File: src/hdl/ccc_pkg.sv
// ----------------------------------------------------------------------------
// ccc_pkg
// Shared types, field widths and calendar helpers for the calendar clock.
// ----------------------------------------------------------------------------
package ccc_pkg;

  localparam int unsigned YEAR_W   = 16;
  localparam int unsigned MONTH_W  = 4;
  localparam int unsigned DAY_W    = 5;
  localparam int unsigned HOUR_W   = 5;
  localparam int unsigned MINUTE_W = 6;
  localparam int unsigned SECOND_W = 6;
  localparam int unsigned MS_W     = 10;
  localparam int unsigned TIME_W   = 32;
  localparam int unsigned TICKS_W  = 16;

  localparam int unsigned IN_DATA_W  = 80;
  localparam int unsigned OUT_DATA_W = 56;

  localparam logic [SECOND_W:0] SECOND_MAX = 7'd59;
  localparam logic [MINUTE_W:0] MINUTE_MAX = 7'd59;
  localparam logic [HOUR_W:0]   HOUR_MAX   = 6'd23;
  localparam logic [DAY_W:0]    DAY_CHECK  = 6'd28;
  localparam logic [MONTH_W:0]  MONTH_MAX  = 5'd12;
  localparam logic [MS_W-1:0]   MS_SAT     = 10'd1023;

  // divisibility by 25: multiply by the inverse of 25 modulo 2^16
  localparam logic [YEAR_W-1:0] INV25     = 16'd23593;
  localparam logic [YEAR_W-1:0] DIV25_MAX = 16'd2621;

  typedef enum logic {
    OP_UPDATE = 1'b0,
    OP_LOAD   = 1'b1
  } op_e;

  typedef struct packed {
    logic [YEAR_W-1:0]   year;
    logic [MONTH_W-1:0]  month;
    logic [DAY_W-1:0]    day;
    logic [HOUR_W-1:0]   hour;
    logic [MINUTE_W-1:0] minute;
    logic [SECOND_W-1:0] second;
  } dt_t;

  function automatic logic is_leap(input logic [YEAR_W-1:0] y);
    logic [YEAR_W-1:0] p;
    logic              div25;
    p     = y * INV25;
    div25 = (p <= DIV25_MAX);
    // div by 4, and a century year only when also div by 16 (so by 400)
    return (y != '0) && (y[1:0] == 2'b00) && !(div25 && (y[3:0] != 4'b0000));
  endfunction

  function automatic logic [DAY_W-1:0] month_len(input logic [MONTH_W-1:0] m,
                                                 input logic [YEAR_W-1:0]  y);
    logic [DAY_W-1:0] len;
    case (m) inside
      4'd1, 4'd3, 4'd5, 4'd7, 4'd8, 4'd10, 4'd12: len = 5'd31;
      4'd2:    len = is_leap(y) ? 5'd29 : 5'd28;
      default: len = 5'd30;
    endcase
    return len;
  endfunction

endpackage

File: src/hdl/ccc_step.sv
// ----------------------------------------------------------------------------
// ccc_step
// Next-state logic: one-second cascade, load, stamp and millisecond count.
// ----------------------------------------------------------------------------
module ccc_step (
  input  logic                          op_i,
  input  logic [ccc_pkg::TIME_W-1:0]    now_i,
  input  ccc_pkg::dt_t                  load_i,
  input  ccc_pkg::dt_t                  cur_i,
  input  logic [ccc_pkg::TIME_W-1:0]    stamp_i,
  input  logic [ccc_pkg::TICKS_W-1:0]   ticks_i,
  output ccc_pkg::dt_t                  nxt_o,
  output logic [ccc_pkg::TIME_W-1:0]    stamp_o,
  output logic [ccc_pkg::MS_W-1:0]      millis_o
);
  import ccc_pkg::*;

  logic [TIME_W-1:0]   diff;
  logic                tick;
  logic [SECOND_W:0]   sec_inc;
  logic [MINUTE_W:0]   min_inc;
  logic [HOUR_W:0]     hour_inc;
  logic [DAY_W:0]      day_inc;
  logic [MONTH_W:0]    mon_inc;
  logic                day_roll;
  dt_t                 adv;

  assign diff     = now_i - stamp_i;
  assign tick     = (diff >= TIME_W'(ticks_i));
  assign sec_inc  = {1'b0, cur_i.second} + 1'b1;
  assign min_inc  = {1'b0, cur_i.minute} + 1'b1;
  assign hour_inc = {1'b0, cur_i.hour} + 1'b1;
  assign day_inc  = {1'b0, cur_i.day} + 1'b1;
  assign mon_inc  = {1'b0, cur_i.month} + 1'b1;
  assign day_roll = (day_inc > DAY_CHECK) &&
                    (day_inc > {1'b0, month_len(cur_i.month, cur_i.year)});

  always_comb begin
    adv = cur_i;
    if (sec_inc <= SECOND_MAX) begin
      adv.second = sec_inc[SECOND_W-1:0];
    end else begin
      adv.second = '0;
      if (min_inc <= MINUTE_MAX) begin
        adv.minute = min_inc[MINUTE_W-1:0];
      end else begin
        adv.minute = '0;
        if (hour_inc <= HOUR_MAX) begin
          adv.hour = hour_inc[HOUR_W-1:0];
        end else begin
          adv.hour = '0;
          if (day_roll) begin
            adv.day = DAY_W'(1);
            if (mon_inc > MONTH_MAX) begin
              adv.month = MONTH_W'(1);
              adv.year  = cur_i.year + 1'b1;
            end else begin
              adv.month = mon_inc[MONTH_W-1:0];
            end
          end else begin
            adv.day = day_inc[DAY_W-1:0];
          end
        end
      end
    end
  end

  always_comb begin
    nxt_o    = cur_i;
    stamp_o  = stamp_i;
    millis_o = '0;
    if (op_i == OP_LOAD) begin
      nxt_o = load_i;
    end else if (tick) begin
      nxt_o   = adv;
      stamp_o = now_i;
    end else if (diff > TIME_W'(MS_SAT)) begin
      millis_o = MS_SAT;
    end else begin
      millis_o = diff[MS_W-1:0];
    end
  end

endmodule

File: src/hdl/calendar_clock_counter.sv
// ----------------------------------------------------------------------------
// calendar_clock_counter
// Calendar clock advanced one second by an update once a second has elapsed, with date load.
// ----------------------------------------------------------------------------
//  channel   dir  tdata                                    tuser
//  s_axis    in   now_ms, year, month, day, hour, min, sec operation
//  m_axis    out  year, month, day, hour, min, sec, ms     -
//
//  One request per cycle unless stalled; a result passes the input register,
//  then the result register, which is updated with the calendar state.
//  Reset clears the calendar, the stamp and both valid flags.
//  A stalled result holds the input register; s_axis_tready drops only
//  while both registers are full and m_axis_tready is low.
// ----------------------------------------------------------------------------
module calendar_clock_counter #(
  parameter int unsigned TICKS_PER_SECOND = 1000
) (
  input  logic                              clk_i,
  input  logic                              rst_ni,
  input  logic                              s_axis_tvalid,
  output logic                              s_axis_tready,
  // now_ms[31:0], year[47:32], month[51:48], day[56:52], hour[61:57],
  // minute[67:62], second[73:68], zero pad
  input  logic [ccc_pkg::IN_DATA_W-1:0]     s_axis_tdata,
  // operation
  input  logic                              s_axis_tuser,
  output logic                              m_axis_tvalid,
  input  logic                              m_axis_tready,
  // year[15:0], month[19:16], day[24:20], hour[29:25], minute[35:30],
  // second[41:36], millisecond[51:42], zero pad
  output logic [ccc_pkg::OUT_DATA_W-1:0]    m_axis_tdata
);
  import ccc_pkg::*;

  localparam logic [TICKS_W-1:0] TICKS = TICKS_W'(TICKS_PER_SECOND);

  logic                in_valid_q;
  logic                in_op_q;
  logic [TIME_W-1:0]   in_now_q;
  dt_t                 in_load_q;
  dt_t                 load_in;

  dt_t                 cur_q, cur_d;
  logic [TIME_W-1:0]   stamp_q, stamp_d;
  logic [MS_W-1:0]     millis_d;

  logic                out_valid_q;
  dt_t                 out_dt_q;
  logic [MS_W-1:0]     out_ms_q;

  logic                adv;

  assign adv           = in_valid_q && (!out_valid_q || m_axis_tready);
  assign s_axis_tready = !in_valid_q || adv;

  assign load_in.year   = s_axis_tdata[47:32];
  assign load_in.month  = s_axis_tdata[51:48];
  assign load_in.day    = s_axis_tdata[56:52];
  assign load_in.hour   = s_axis_tdata[61:57];
  assign load_in.minute = s_axis_tdata[67:62];
  assign load_in.second = s_axis_tdata[73:68];

  ccc_step u_step (
    .op_i     (in_op_q),
    .now_i    (in_now_q),
    .load_i   (in_load_q),
    .cur_i    (cur_q),
    .stamp_i  (stamp_q),
    .ticks_i  (TICKS),
    .nxt_o    (cur_d),
    .stamp_o  (stamp_d),
    .millis_o (millis_d)
  );

  always_ff @(posedge clk_i or negedge rst_ni) begin
    if (!rst_ni) begin
      in_valid_q  <= 1'b0;
      out_valid_q <= 1'b0;
      cur_q       <= '0;
      stamp_q     <= '0;
    end else begin
      if (s_axis_tready) begin
        in_valid_q <= s_axis_tvalid;
      end
      if (adv) begin
        cur_q       <= cur_d;
        stamp_q     <= stamp_d;
        out_valid_q <= 1'b1;
      end else if (m_axis_tready) begin
        out_valid_q <= 1'b0;
      end
    end
  end

  always_ff @(posedge clk_i) begin
    if (s_axis_tvalid && s_axis_tready) begin
      in_op_q   <= s_axis_tuser;
      in_now_q  <= s_axis_tdata[TIME_W-1:0];
      in_load_q <= load_in;
    end
    if (adv) begin
      out_dt_q <= cur_d;
      out_ms_q <= millis_d;
    end
  end

  assign m_axis_tvalid = out_valid_q;
  assign m_axis_tdata  = {4'b0000, out_ms_q, out_dt_q.second, out_dt_q.minute,
                          out_dt_q.hour, out_dt_q.day, out_dt_q.month,
                          out_dt_q.year};

endmodule

File: config.mk
export PLATFORM = sky130hd
export DESIGN_NAME = calendar_clock_counter
export DESIGN_NICKNAME = d
export VERILOG_FILES = /design/src/hdl/ccc_pkg.sv /design/src/hdl/ccc_step.sv /design/src/hdl/calendar_clock_counter.sv
export SDC_FILE = /design/constraint.sdc
export NUM_CORES = 1
export LEC_CHECK = 0
export BUFFER_PORTS_ARGS = -buffer_cell sky130_fd_sc_hd__buf_2
export CAP_MARGIN = 20
export CORE_MARGIN = 10
export CORE_UTILIZATION = 40
export CTS_BUF_LIST = sky130_fd_sc_hd__clkbuf_2 sky130_fd_sc_hd__clkbuf_4 sky130_fd_sc_hd__clkbuf_8
export DETAILED_ROUTE_END_ITERATION = 7
export PLACE_DENSITY = 0.56
export SYNTH_ARGS = -nofsm -noshare
export SYNTH_HDL_FRONTEND = slang
export SYNTH_SLANG_ARGS = --single-unit
File: constraint.sdc
create_clock -name clk_i -period 6.4 [get_ports clk_i]
set_clock_uncertainty 0.05 [all_clocks]
set_input_delay 0.64 -clock clk_i [delete_from_list [all_inputs] [get_ports clk_i]]
set_output_delay 0.64 -clock clk_i [all_outputs]
set_load 0.03 [all_outputs]
==> flow_summary.ini <==
[global_route]
grt_use_met1_pct = 22.7
busiest_layer = met2
grt_util_met3_pct = 3.00
gr-total-overflow = 0
grt_use_met2_pct = 30.8
grt_pass1_wl_um = 61300
antenna_found_initial = 0
grt_usage_pct = 17.9
grt_max_degree = 79
grt_pass1_vias = 11500

[yosys]
synth_fa_ha_area_share_pct = 12.8
synth_most_common_cell = edfxtp_1
ys_async_sr_fraction_pct = 37.4
synth_top_family_by_area = compound AO/OA/AOI/OAI gates
synth_xor_xnor_area_share_pct = 2.74
ys_ff_latch = 203
synth_area_um2 = 13700
synth-edff-count = 127
synth-warning-count = 0
syn_avg_cell_area_um2 = 9.83
yosys.area_share.simple_pct = 16.2
ys_top_cells_by_area = edfxtp_1, dfrtp_1, ha_1
synth_flop_cell = edfxtp_1
synth_compound_area_share_pct = 18.5
netlist_instances = 1398
synth_mux_area_share_pct = 2.33
ys_seq_area_share_pct = 41.6
yosys.cell_types.count = 87
synth.top_cell.area_share_pct = 27.7
synth.largest_area_cell = edfxtp_1
synth_common_cells = edfxtp_1, ha_1, inv_1, nand2_1, o21ai_0

[worst_setup_path]
critPathRequiredTime_ns = 6.65
cpPeakStageDelay_ns = 0.56
cp_max_fo = 4
end_kind = flip-flop
crit_top_cell = ha_4
cp_slowest_cell = fa_1
start_kind = flip-flop
crit_type = flip-flop to flip-flop
arrival_ns = 6.78

[min_path]
hold_class = input port to flip-flop

[placement]
post-dp-hpwl_um = 26800
place_congestion = 0.894
port_buffers = 132
post_dp_cell_area_um2 = 15200

[floorplan]
start_util_pct = 40.8
core_um2 = 33700
fp-row-count = 67
dieArea_um2 = 42200
die_x_um = 205
num_io_pins = 143
die_h_um = 205

[flow_run]
drv_cap = 0

[routing]
dr.first_iter.drc_count = 640
routed_via_density = 5.59
drc = 0
wl_um = 38300
ant_nets = 0
firstDrtPassIters = 5
vias = 11500
wl_per_cell_um = 18.6

[sta]
finalCriticalPeriod_ns = 6.53
slew_headroom_pct = 42.4
setup_viol = 17
worst_slew_pin_slew_ns = 0.861
clock.fmax_mhz = 153
slew_viol_final = 0
fin_crit_sh_pct = 102
whs_ns = 0.212
hold_viol_final = 0
fin_ws_ns = -0.127
rsz0062_at_grt = true

[clocking]
cts.sinks = 203
cts_max_level = 2
cts_tree = built
clk_pin_slew_ns = 0.06
clockBufferDepth = 3
cts-buffers-inserted = 39
worstSkewPairLatency_ns = 0.55
cts_root_buffer = clkbuf_8

[finish]
fillers = 3182
nets = 1789
layout-drive-gt1-share_pct = 24.9
final_cell_area_um2 = 16900
diodes = 0
syn_to_final_growth_pct = 22.6

[power]
vdd_drop_max_mv = 0.395
powerDensity_nw_per_um2 = 436
p_leak_uw = 0.00694

[status]
status = finished, violations left
violations = negative setup slack
metrics by stage:
step / util (%) / std cells / total power (uW) / setup slack, ns / TNS, ns
3_5_place_dp: 45.2 / 1960 / 5350 / -0.319 / -4.75
3_3_place_gp: 45.2 / 1960 / 5300 / -0.245 / -2.62
5_1_grt: 50.0 / 2053 / 8000 / -0.289 / -5.31
2_1_floorplan: - / 1401 / 4460 / 0.00586 / 0
6_report: 50.0 / 2053 / 7350 / -0.127 / -0.797
4_1_cts: 48.8 / 2040 / 7060 / -0.164 / -1.05
worst max-delay path: cells and delay by family (launching register included):
family	cells	cell delay, ns
flops	1	0.46
buf+inv	3	0.20
xor+xnor	1	0.13
mux	1	0.30
fa+ha+maj	8	2.39
simple gates	6	0.93
compound gates	9	1.79
cells in the final DEF, fill, tap and decap left out, types with 10 or more instances in the layout:
master	instances
a21o_1	16
a21oi_1	70
a31oi_1	12
and2_1	11
and3_1	19
buf_2	131
buf_4	71
clkbuf_4	10
clkbuf_8	46
dfrtp_1	67
edfxtp_1	127
fa_1	15
ha_1	77
ha_4	32
inv_1	98
inv_2	10
mux2i_1	22
nand2_1	104
nand2b_1	14
nand3_1	72
nand4_1	19
nor2_1	59
nor2b_1	11
nor3_1	34
nor4_1	11
o211ai_1	26
o21a_1	10
o21ai_0	86
o31ai_1	11
or3_1	13
xnor2_1	25
xor2_1	16
logic make-up after synthesis:
family,after synthesis
simple gates,432
mux,31
flops,203
buf+inv,191
xor+xnor,43
other cells,1
fa+ha+maj,129
compound gates,368
final timing paths:
check | start | to | slack, ns | cells past startpoint
worst max-delay path | cur_q[32] | m_axis_tdata[12] | -0.13 | 28
worst min-delay path | s_axis_tdata[65] | in_load_q[9] | 0.21 | 1
worst max register to register | cur_q[32] | m_axis_tdata[12] | -0.13 | 28
worst min register to register | in_valid_q | m_axis_tvalid | 0.46 | 1
max in group asynchronous | rst_ni | cur_q[34] | 4.62 | 3
min in group asynchronous | rst_ni | m_axis_tvalid | 0.52 | 2
registers in the layout, summed over array words and instances, names as in the netlist:
register / flops
cur_q: 42
in_load_q: 42
in_now_q: 32
in_op_q: 1
in_valid_q: 1
m_axis_tdata: 42
m_axis_tvalid: 1
out_ms_q: 10
stamp_q: 32
layer usage:
metal / wire (um) / up-vias / share of wire, %
met5: 0 / - / 0
met4: 882 / 0 / 2.3
met3: 1970 / 60 / 5.1
met2: 18900 / 290 / 49
met1: 16500 / 5558 / 43
li1: - / 5576 / -
what timing repair did:
item | 4_1_cts | 5_1_grt
endpoints found under the hold margin | 24 | 0
setup buffers | 7 | 12
setup endpoints to repair | 34 | 40
pin swaps | 36 | 55
gates cloned | 1 | 2
resized for setup | 38 | 51
hold buffers | 1 | 0
power by group:
group / switching (uW) / internal (uW) / total [uW]
logic: 2140 / 2010 / 4150
clock network: 574 / 872 / 1450
registers: 160 / 1590 / 1750
total: 2870 / 4480 / 7350
layout make-up:
type                            instances  area (um2)  share of cell area [%]
Sequential cell                       203        5730                    34.0
Tap cell                              448         561                    3.33
Timing Repair Buffer                  214        1390                    8.26
Inverter                              110         414                    2.46
Multi-Input combinational cell       1007        7890                    46.8
Clock inverter                         15         165                   0.980
Clock buffer                           56         708                    4.20
No activity file was read; power rests on OpenSTA's default activity.
